`config.mk`:
```
export PLATFORM = sky130hd
export DESIGN_NAME = word_frame_sum_add_check_encoder_core
export DESIGN_NICKNAME = d
export VERILOG_FILES = /design/src/rtl/wfs_pkg.sv /design/src/rtl/wfs_front.sv /design/src/rtl/wfs_queue.sv /design/src/rtl/wfs_back.sv /design/src/rtl/word_frame_sum_add_check_encoder_core.sv
export SDC_FILE = /design/constraint.sdc
export NUM_CORES = 1
export LEC_CHECK = 0
export ABC_AREA = 0
export ABC_CLOCK_PERIOD_IN_PS = 11400
export BUFFER_PORTS_ARGS = -buffer_cell sky130_fd_sc_hd__buf_2
export CAP_MARGIN = 40
export CORE_MARGIN = 2
export CORE_UTILIZATION = 44
export DETAILED_ROUTE_END_ITERATION = 7
export PLACE_DENSITY = 0.6
export SYNTH_ARGS = -nofsm -noshare
export SYNTH_HDL_FRONTEND = slang
export SYNTH_SLANG_ARGS = --single-unit
```
`constraint.sdc`:
```
create_clock -name clk -period 11.4 [get_ports clk]
set_clock_uncertainty 0.1 [all_clocks]
set_input_delay 0 -clock clk [delete_from_list [all_inputs] [get_ports clk]]
set_output_delay 0 -clock clk [all_outputs]
set_load 0.005 [all_outputs]
```
`src/rtl/wfs_pkg.sv`:
```
`default_nettype none

package wfs_pkg;

    localparam int unsigned QUEUE_DEPTH = 4;
    localparam int unsigned QUEUE_AW    = $clog2(QUEUE_DEPTH);

    localparam int unsigned APB_AW = 4;
    localparam int unsigned APB_DW = 32;

    localparam logic [1:0] REG_HEADER   = 2'd0;
    localparam logic [1:0] REG_ADDRESS  = 2'd1;
    localparam logic [1:0] REG_FUNCTION = 2'd2;

    localparam logic [7:0] HEADER_RESET   = 8'hAA;
    localparam logic [7:0] ADDRESS_RESET  = 8'hFF;
    localparam logic [7:0] FUNCTION_RESET = 8'hF1;

    typedef struct packed {
        logic signed [31:0] data_word;
        logic [5:0]         word_count;
    } wfs_in_t;

    typedef struct packed {
        logic [7:0] out_byte;
        logic       frame_end;
    } wfs_out_t;

    typedef struct packed {
        logic [7:0] header_byte;
        logic [7:0] target_address;
        logic [7:0] frame_function;
    } wfs_cfg_t;

    typedef struct packed {
        logic [31:0] word;
        logic        first;
        logic        last;
        logic [7:0]  header_byte;
        logic [7:0]  target_address;
        logic [7:0]  frame_function;
        logic [7:0]  length_byte;
    } wfs_cmd_t;

    typedef struct packed {
        logic full;
        logic empty;
    } wfs_qstat_t;

    typedef enum logic [3:0] {
        ST_HDR,
        ST_ADDR,
        ST_FUNC,
        ST_LEN,
        ST_D0,
        ST_D1,
        ST_D2,
        ST_D3,
        ST_SUM,
        ST_ADD
    } step_t;

endpackage

`default_nettype wire

```
`src/rtl/wfs_front.sv`:
```
`default_nettype none

module wfs_front (
    input  wire logic              clk,
    input  wire logic              rst_n,
    input  wire logic              word_valid,
    output logic                   word_stall,
    input  wire wfs_pkg::wfs_in_t  word_data,
    input  wire wfs_pkg::wfs_cfg_t cfg,
    input  wire wfs_pkg::wfs_qstat_t qstat,
    output logic                   push,
    output wfs_pkg::wfs_cmd_t      cmd
);

    logic [5:0] words_left_reg;
    logic [5:0] words_left_next;
    logic       accept;
    logic       opening;
    logic       drop;

    assign word_stall = qstat.full;
    assign accept     = word_valid && !word_stall;
    assign opening    = (words_left_reg == 6'd0);
    assign drop       = opening && (word_data.word_count == 6'd0);
    assign push       = accept && !drop;

    always_comb
    begin
        cmd.word           = word_data.data_word;
        cmd.first          = opening;
        cmd.header_byte    = cfg.header_byte;
        cmd.target_address = cfg.target_address;
        cmd.frame_function = cfg.frame_function;
        cmd.length_byte    = {word_data.word_count, 2'b00};
        if (opening)
        begin
            cmd.last        = (word_data.word_count == 6'd1);
            words_left_next = word_data.word_count - 6'd1;
        end
        else
        begin
            cmd.last        = (words_left_reg == 6'd1);
            words_left_next = words_left_reg - 6'd1;
        end
    end

    always_ff @(posedge clk or negedge rst_n)
    begin
        if (!rst_n)
        begin
            words_left_reg <= 6'd0;
        end
        else if (push)
        begin
            words_left_reg <= words_left_next;
        end
    end

endmodule

`default_nettype wire

```
`src/rtl/wfs_queue.sv`:
```
`default_nettype none

module wfs_queue (
    input  wire logic               clk,
    input  wire logic               rst_n,
    input  wire logic               push,
    input  wire wfs_pkg::wfs_cmd_t  push_cmd,
    input  wire logic               pop,
    output wfs_pkg::wfs_cmd_t       head,
    output wfs_pkg::wfs_qstat_t     qstat
);

    wfs_pkg::wfs_cmd_t                mem [wfs_pkg::QUEUE_DEPTH];
    logic [wfs_pkg::QUEUE_AW-1:0]     wr_ptr_reg;
    logic [wfs_pkg::QUEUE_AW-1:0]     rd_ptr_reg;
    logic [wfs_pkg::QUEUE_AW:0]       count_reg;
    logic [wfs_pkg::QUEUE_AW:0]       count_next;

    assign head        = mem[rd_ptr_reg];
    assign qstat.full  = (count_reg == (wfs_pkg::QUEUE_AW+1)'(wfs_pkg::QUEUE_DEPTH));
    assign qstat.empty = (count_reg == '0);

    always_comb
    begin
        count_next = count_reg;
        if (push && !pop)
        begin
            count_next = count_reg + 1'b1;
        end
        else if (pop && !push)
        begin
            count_next = count_reg - 1'b1;
        end
    end

    always_ff @(posedge clk)
    begin
        if (push)
        begin
            mem[wr_ptr_reg] <= push_cmd;
        end
    end

    always_ff @(posedge clk or negedge rst_n)
    begin
        if (!rst_n)
        begin
            wr_ptr_reg <= '0;
            rd_ptr_reg <= '0;
            count_reg  <= '0;
        end
        else
        begin
            if (push)
            begin
                wr_ptr_reg <= wr_ptr_reg + 1'b1;
            end
            if (pop)
            begin
                rd_ptr_reg <= rd_ptr_reg + 1'b1;
            end
            count_reg <= count_next;
        end
    end

endmodule

`default_nettype wire

```
`src/rtl/wfs_back.sv`:
```
`default_nettype none

module wfs_back (
    input  wire logic                clk,
    input  wire logic                rst_n,
    input  wire wfs_pkg::wfs_cmd_t   head,
    input  wire wfs_pkg::wfs_qstat_t qstat,
    output logic                     pop,
    output logic                     byte_valid,
    input  wire logic                byte_stall,
    output wfs_pkg::wfs_out_t        byte_data
);

    wfs_pkg::step_t    step_reg;
    wfs_pkg::step_t    step_next;
    wfs_pkg::step_t    cur_step;
    logic              advance;
    logic              done;
    logic [7:0]        byte_val;
    logic              end_flag;
    logic              checked;
    logic [7:0]        sum_base;
    logic [7:0]        add_base;
    logic [7:0]        sum_reg;
    logic [7:0]        sum_next;
    logic [7:0]        add_reg;
    logic [7:0]        add_next;
    logic              out_valid_reg;
    wfs_pkg::wfs_out_t out_data_reg;

    assign advance  = !qstat.empty && (!out_valid_reg || !byte_stall);
    assign cur_step = (step_reg == wfs_pkg::ST_HDR && !head.first) ? wfs_pkg::ST_D0 : step_reg;
    assign pop      = advance && done;

    // next step
    always_comb
    begin
        step_next = step_reg;
        done      = 1'b0;
        case (cur_step)
            wfs_pkg::ST_HDR:  step_next = wfs_pkg::ST_ADDR;
            wfs_pkg::ST_ADDR: step_next = wfs_pkg::ST_FUNC;
            wfs_pkg::ST_FUNC: step_next = wfs_pkg::ST_LEN;
            wfs_pkg::ST_LEN:  step_next = wfs_pkg::ST_D0;
            wfs_pkg::ST_D0:   step_next = wfs_pkg::ST_D1;
            wfs_pkg::ST_D1:   step_next = wfs_pkg::ST_D2;
            wfs_pkg::ST_D2:   step_next = wfs_pkg::ST_D3;
            wfs_pkg::ST_D3:
            begin
                if (head.last)
                begin
                    step_next = wfs_pkg::ST_SUM;
                end
                else
                begin
                    step_next = wfs_pkg::ST_HDR;
                    done      = 1'b1;
                end
            end
            wfs_pkg::ST_SUM:  step_next = wfs_pkg::ST_ADD;
            wfs_pkg::ST_ADD:
            begin
                step_next = wfs_pkg::ST_HDR;
                done      = 1'b1;
            end
            default:
            begin
                step_next = wfs_pkg::ST_HDR;
                done      = 1'b1;
            end
        endcase
    end

    // byte for the current step
    always_comb
    begin
        byte_val = 8'd0;
        end_flag = 1'b0;
        checked  = 1'b1;
        case (cur_step)
            wfs_pkg::ST_HDR:  byte_val = head.header_byte;
            wfs_pkg::ST_ADDR: byte_val = head.target_address;
            wfs_pkg::ST_FUNC: byte_val = head.frame_function;
            wfs_pkg::ST_LEN:  byte_val = head.length_byte;
            wfs_pkg::ST_D0:   byte_val = head.word[7:0];
            wfs_pkg::ST_D1:   byte_val = head.word[15:8];
            wfs_pkg::ST_D2:   byte_val = head.word[23:16];
            wfs_pkg::ST_D3:   byte_val = head.word[31:24];
            wfs_pkg::ST_SUM:
            begin
                byte_val = sum_reg;
                checked  = 1'b0;
            end
            wfs_pkg::ST_ADD:
            begin
                byte_val = add_reg;
                end_flag = 1'b1;
                checked  = 1'b0;
            end
            default:
            begin
                byte_val = 8'd0;
                checked  = 1'b0;
            end
        endcase
    end

    // running checks restart on the header byte
    assign sum_base = (cur_step == wfs_pkg::ST_HDR) ? 8'd0 : sum_reg;
    assign add_base = (cur_step == wfs_pkg::ST_HDR) ? 8'd0 : add_reg;
    assign sum_next = sum_base + byte_val;
    assign add_next = add_base + sum_next;

    always_ff @(posedge clk or negedge rst_n)
    begin
        if (!rst_n)
        begin
            step_reg      <= wfs_pkg::ST_HDR;
            out_valid_reg <= 1'b0;
            sum_reg       <= 8'd0;
            add_reg       <= 8'd0;
        end
        else
        begin
            if (advance)
            begin
                step_reg      <= step_next;
                out_valid_reg <= 1'b1;
                if (checked)
                begin
                    sum_reg <= sum_next;
                    add_reg <= add_next;
                end
            end
            else if (!byte_stall)
            begin
                out_valid_reg <= 1'b0;
            end
        end
    end

    always_ff @(posedge clk)
    begin
        if (advance)
        begin
            out_data_reg.out_byte  <= byte_val;
            out_data_reg.frame_end <= end_flag;
        end
    end

    assign byte_valid = out_valid_reg;
    assign byte_data  = out_data_reg;

endmodule

`default_nettype wire

```
`src/rtl/word_frame_sum_add_check_encoder_core.sv`:
```
// channel  | direction | handshake              | payload
// word     | in        | word_valid, word_stall | word_data (data_word, word_count)
// byte     | out       | byte_valid, byte_stall | byte_data (out_byte, frame_end)
// config   | in        | apb psel/penable/...   | pwdata, prdata
//
// one output byte per cycle from a single output register while the queue is not empty and
// byte_stall is low; a middle word gives 4 bytes, a first 8, a last 6, a one-word frame 10
// words are taken into a 4-entry queue while bytes of earlier words are still going out
// reset is asynchronous, active low; it clears the queue, the frame state and the registers
// a stall on the byte side fills the queue, after which word_stall rises
`default_nettype none

module word_frame_sum_add_check_encoder_core (
    input  wire logic                        clk,
    input  wire logic                        rst_n,
    input  wire logic                        word_valid,
    output logic                             word_stall,
    input  wire wfs_pkg::wfs_in_t            word_data,
    output logic                             byte_valid,
    input  wire logic                        byte_stall,
    output wfs_pkg::wfs_out_t                byte_data,
    input  wire logic                        psel,
    input  wire logic                        penable,
    input  wire logic                        pwrite,
    input  wire logic [wfs_pkg::APB_AW-1:0]  paddr,
    input  wire logic [wfs_pkg::APB_DW-1:0]  pwdata,
    output logic [wfs_pkg::APB_DW-1:0]       prdata,
    output logic                             pready
);

    wfs_pkg::wfs_cfg_t   cfg_reg;
    wfs_pkg::wfs_cmd_t   push_cmd;
    wfs_pkg::wfs_cmd_t   head;
    wfs_pkg::wfs_qstat_t qstat;
    logic                push;
    logic                pop;
    logic                cfg_write;
    logic [1:0]          reg_index;

    assign pready    = 1'b1;
    assign reg_index = paddr[3:2];
    assign cfg_write = psel && penable && pwrite && pready;

    always_ff @(posedge clk or negedge rst_n)
    begin
        if (!rst_n)
        begin
            cfg_reg.header_byte    <= wfs_pkg::HEADER_RESET;
            cfg_reg.target_address <= wfs_pkg::ADDRESS_RESET;
            cfg_reg.frame_function <= wfs_pkg::FUNCTION_RESET;
        end
        else if (cfg_write)
        begin
            case (reg_index)
                wfs_pkg::REG_HEADER:   cfg_reg.header_byte    <= pwdata[7:0];
                wfs_pkg::REG_ADDRESS:  cfg_reg.target_address <= pwdata[7:0];
                wfs_pkg::REG_FUNCTION: cfg_reg.frame_function <= pwdata[7:0];
                default:               ;
            endcase
        end
    end

    always_comb
    begin
        case (reg_index)
            wfs_pkg::REG_HEADER:   prdata = {24'd0, cfg_reg.header_byte};
            wfs_pkg::REG_ADDRESS:  prdata = {24'd0, cfg_reg.target_address};
            wfs_pkg::REG_FUNCTION: prdata = {24'd0, cfg_reg.frame_function};
            default:               prdata = '0;
        endcase
    end

    wfs_front u_front (
        .clk        (clk),
        .rst_n      (rst_n),
        .word_valid (word_valid),
        .word_stall (word_stall),
        .word_data  (word_data),
        .cfg        (cfg_reg),
        .qstat      (qstat),
        .push       (push),
        .cmd        (push_cmd)
    );

    wfs_queue u_queue (
        .clk      (clk),
        .rst_n    (rst_n),
        .push     (push),
        .push_cmd (push_cmd),
        .pop      (pop),
        .head     (head),
        .qstat    (qstat)
    );

    wfs_back u_back (
        .clk        (clk),
        .rst_n      (rst_n),
        .head       (head),
        .qstat      (qstat),
        .pop        (pop),
        .byte_valid (byte_valid),
        .byte_stall (byte_stall),
        .byte_data  (byte_data)
    );

    a_no_overflow: assert property (@(posedge clk) disable iff (!rst_n)
        push |-> !qstat.full)
        else $error("queue written while full");

    a_no_underflow: assert property (@(posedge clk) disable iff (!rst_n)
        pop |-> !qstat.empty)
        else $error("queue read while empty");

    a_end_then_open: assert property (@(posedge clk) disable iff (!rst_n)
        (byte_valid && byte_data.frame_end && !byte_stall && !qstat.empty)
        |-> head.first)
        else $error("word after a finished frame does not open a new frame");

endmodule

`default_nettype wire
```
==> summary.md <==
| Metric | Value |
|---|---|
| CTS Sinks | about 320 |
| Hold Crit Class | in -> reg |
| Row count | 64 |
| CP max FO | 39 |
| CP endpoint kind | register |
| Drt first pass iters | 6 |
| Warnings from Yosys | 0 |
| CP max-delay cell | dfrtp_4 |
| RSZ-0062 raised after global routing | no |
| Die Ht | 181 um |
| Worst Tran Pin Value | 0.859 ns |
| Total Wirelength | 28,300 um |
| Fin crit share | around half |
| Final std cells w/o fill | 1,388 |
| Cells after Synth | 818 |
| Synth top area share | 58.0% |
| Post-CTS Setup Bufs | 0 |
| Post-synthesis sequential area ratio | 68.7% |
| Initial antenna violation count | 0 |
| FMAX | 170 MHz |
| DP Wirelength | approximately 18,000 um |
| Pleak | roughly 6.0 nW |
| Fin nets | 1,073 |
| Slew HR | 42.6% |
| Maxcap violations | 0 |
| Max Slew Vio Count | 0 |
| Routed wire per std cell | ~20 um |
| Max VDD drop | approximately 130 uV |
| Die W | between 150 and 200 um |
| Core ar. | 30,700 um2 |
| Grt ovf | 0 |
| Total CTS buffers | 35 |
| Clk_lat worst skew | 0.50 ns |
| Met2 routed WL | 13,700 um |
| Setup CP Type | reg -> reg |
| Routed length on met3 | 1040 um |
| Routability-driven placement congestion ratio | 0.759 |
| Number of remaining DRC errors | 0 |
| Final instance area | about 16,000 um2 |
| PwrDens | 290 nW/um2 |
| Sequential cell area | 9440 um2 |
| CTS Buffer Depth | 3 |
| Crit-path max cell delay | between 0.9 and 1 ns |
| Status | finished, final reports clean |
| CTS tree | yes |
| IO Port Bufs | 73 |
| IO Count | 125 |
| Vias per cell | 5.34 |
| Antenna Cells | 0 |
| Top sig layer | met4 |
| Vias after detailed routing | 7,408 |
| Global-route wire length before repair | 44,200 um |
| Vias in the first global route | roughly 7,600 |
| Area of the multi-input gates | 3990 um2 |
| Post-placement cell count | 1,274 |
| Mean Syn Cell Area | ~17 um2 |
| TNS Setup | 0 ns |
| H-tree levels | 2 |
| Leading cell type in the layout, fill and taps excluded | edfxtp_1 |
| Clk pin slew, worst setup/hold paths | roughly 0.06 ns |
| Yosys top cell by area | edfxtp_1 |
| Reg2reg path depth | 19 |
| GRT Total Usage | 17.5% |
| Layout cell share with drive strength beyond 1 | 27.0% |
| Largest register FFs | 256 |
| Pin count of the biggest net entering global routing | 52 |
| Placed cell area | 14,600 um2 |
| Cell variety after synth | 56 |
| DR iter-0 viols | 529 |
| Flops & latches, synth | 323 |
| Async S/R FF share, synth | between 10% and 20% |
| Final setup viols | 0 |
| Antenna Nets Post-Route | 0 |
| Req. time, crit path | roughly 12 ns |
| Synth Flop Type | edfxtp_1 |
| Wl on met1 | between 10,000 and 15,000 um |
| Number of fill cells in the layout | ~2,500 |
| Setup crit start kind | register |
| Synth top area cells | edfxtp_1 58%, mux4_2 10%, dfrtp_1 7.5%, dfstp_2 3.3%, nand2_1 2.3% |
| Hold Path Depth | 4 |
| Die ar. | 32,600 um2 |
| Initial Utilization | ~45% |
| Synthesized area | 13,700 um2 |
| Most frequent cells in the layout | 265 x edfxtp_1, 83 x nand2_1, 73 x buf_2 |
| Number of synthesized flops with an enable pin | 265 |
| Final Critical Period | 5.88 ns |
| Clk root buf | clkbuf_16 |
| Crit path cell chain | buf_4, mux4_2, a222oi_1, nand2_1, a21oi_1, o21ai_0, ha_1, fa_1, a21o_1, a21oi_1, o21bai_1, a21oi_1, xnor2_1, ha_1, or3_1, o211ai_1, xnor3_1, mux4_1, o211ai_1 |
| Data arrival, critical path | between 6 and 7 ns |
| Top cell by count, worst path | a21oi_1 |
| Final Hold Fails | 0 |
| Layout area overhead | 18.8% |
repair_timing:
action                    4_1_cts  5_1_grt
gates resized for setup         0        0
hold endpoints to repair      211        0
hold buffers                   51        0
logic make-up (layout without fill, tap and decap cells):
| logic type | after synthesis | count (layout) | synth area share [%] |
|---|---|---|---|
| flip-flops | 323 | 323 | 68.7 |
| AND/OR/NAND/NOR | 163 | 163 | 5.74 |
| multiplexers | 104 | 104 | 13.9 |
| AO/OA/AOI/OAI | 100 | 100 | 4.62 |
| buffers and inverters | 78 | 229 | 2.98 |
| adder cells (fa/ha/maj) | 26 | 26 | 2.53 |
| XOR/XNOR | 22 | 22 | 1.50 |
| other | 2 | 25 | 0.0547 |
cell usage after synthesis (13+ instances only):
library cell  count
mux2i_1          13
ha_1             23
buf_4            25
inv_1            19
a21oi_1          19
clkbuf_1         23
mux4_2           61
dfrtp_1          41
mux2_2           26
edfxtp_1        265
xnor2_1          13
dfstp_2          17
o21ai_0          37
nand2_1          83
nor2_1           17
and2_1           17
final cells by class:
| cell class | instances | share of cell area (%) |
|---|---|---|
| tap | 396 | 3.04 |
| inverter | 19 | 0.438 |
| multi-input combinational | 440 | 24.5 |
| timing repair buffer | 147 | 6.82 |
| clock buffer | 41 | 5.77 |
| clock inverter | 22 | 1.57 |
| sequential | 323 | 57.9 |
worst paths after layout:
kind	slack [ns]	startpoint	end
worst max-delay path	5.52	u_queue.rd_ptr_reg[0]	u_back.add_reg[7]
worst min-delay path	0.02	psel	cfg_reg[21]
worst max register to register	5.52	u_queue.rd_ptr_reg[0]	u_back.add_reg[7]
worst min register to register	0.39	u_back.byte_valid	u_back.byte_valid
max in group asynchronous	10.01	rst_n	cfg_reg[20]
min in group asynchronous	0.21	rst_n	cfg_reg[6]
where the power goes:
part,switching (mW),internal (mW),total (mW)
Sequential,0.196,1.64,1.83
Clock,0.453,0.708,1.16
Combinational,0.917,0.814,1.73
metrics by stage:
| stage | util, % | power (mW) | worst slack (ns) | hold WS (ns) |
|---|---|---|---|---|
| 6_report | 53.1 | 4.72 | 5.52 | 0.0165 |
| 3_5_place_dp | 47.6 | 3.59 | 5.43 | -0.0501 |
| 5_1_grt | 53.1 | 5.04 | 4.90 | 0.0386 |
| 4_1_cts | 53.1 | 4.78 | 5.40 | 0.00627 |
| 2_1_floorplan | - | 3.10 | 6.44 | -0.396 |
| 3_3_place_gp | 47.3 | 3.55 | 5.44 | -0.0488 |
routing by layer:
layer,vias to the layer above,GRT usage [%]
met4,0,5.00
met2,170,28.5
met3,37,2.73
li1,3427,-
met5,-,0
met1,3774,24.7
worst max-delay path: cells and delay by family (launching register included):
kind / cells / cell delay, ns
buf+inv: 1 / 0.61
xor+xnor: 2 / 0.48
mux: 2 / 0.82
flops: 1 / 0.94
fa+ha+maj: 3 / 0.96
compound gates: 9 / 1.39
simple gates: 2 / 0.41
Note: power is estimated with default switching activity, not from simulation.
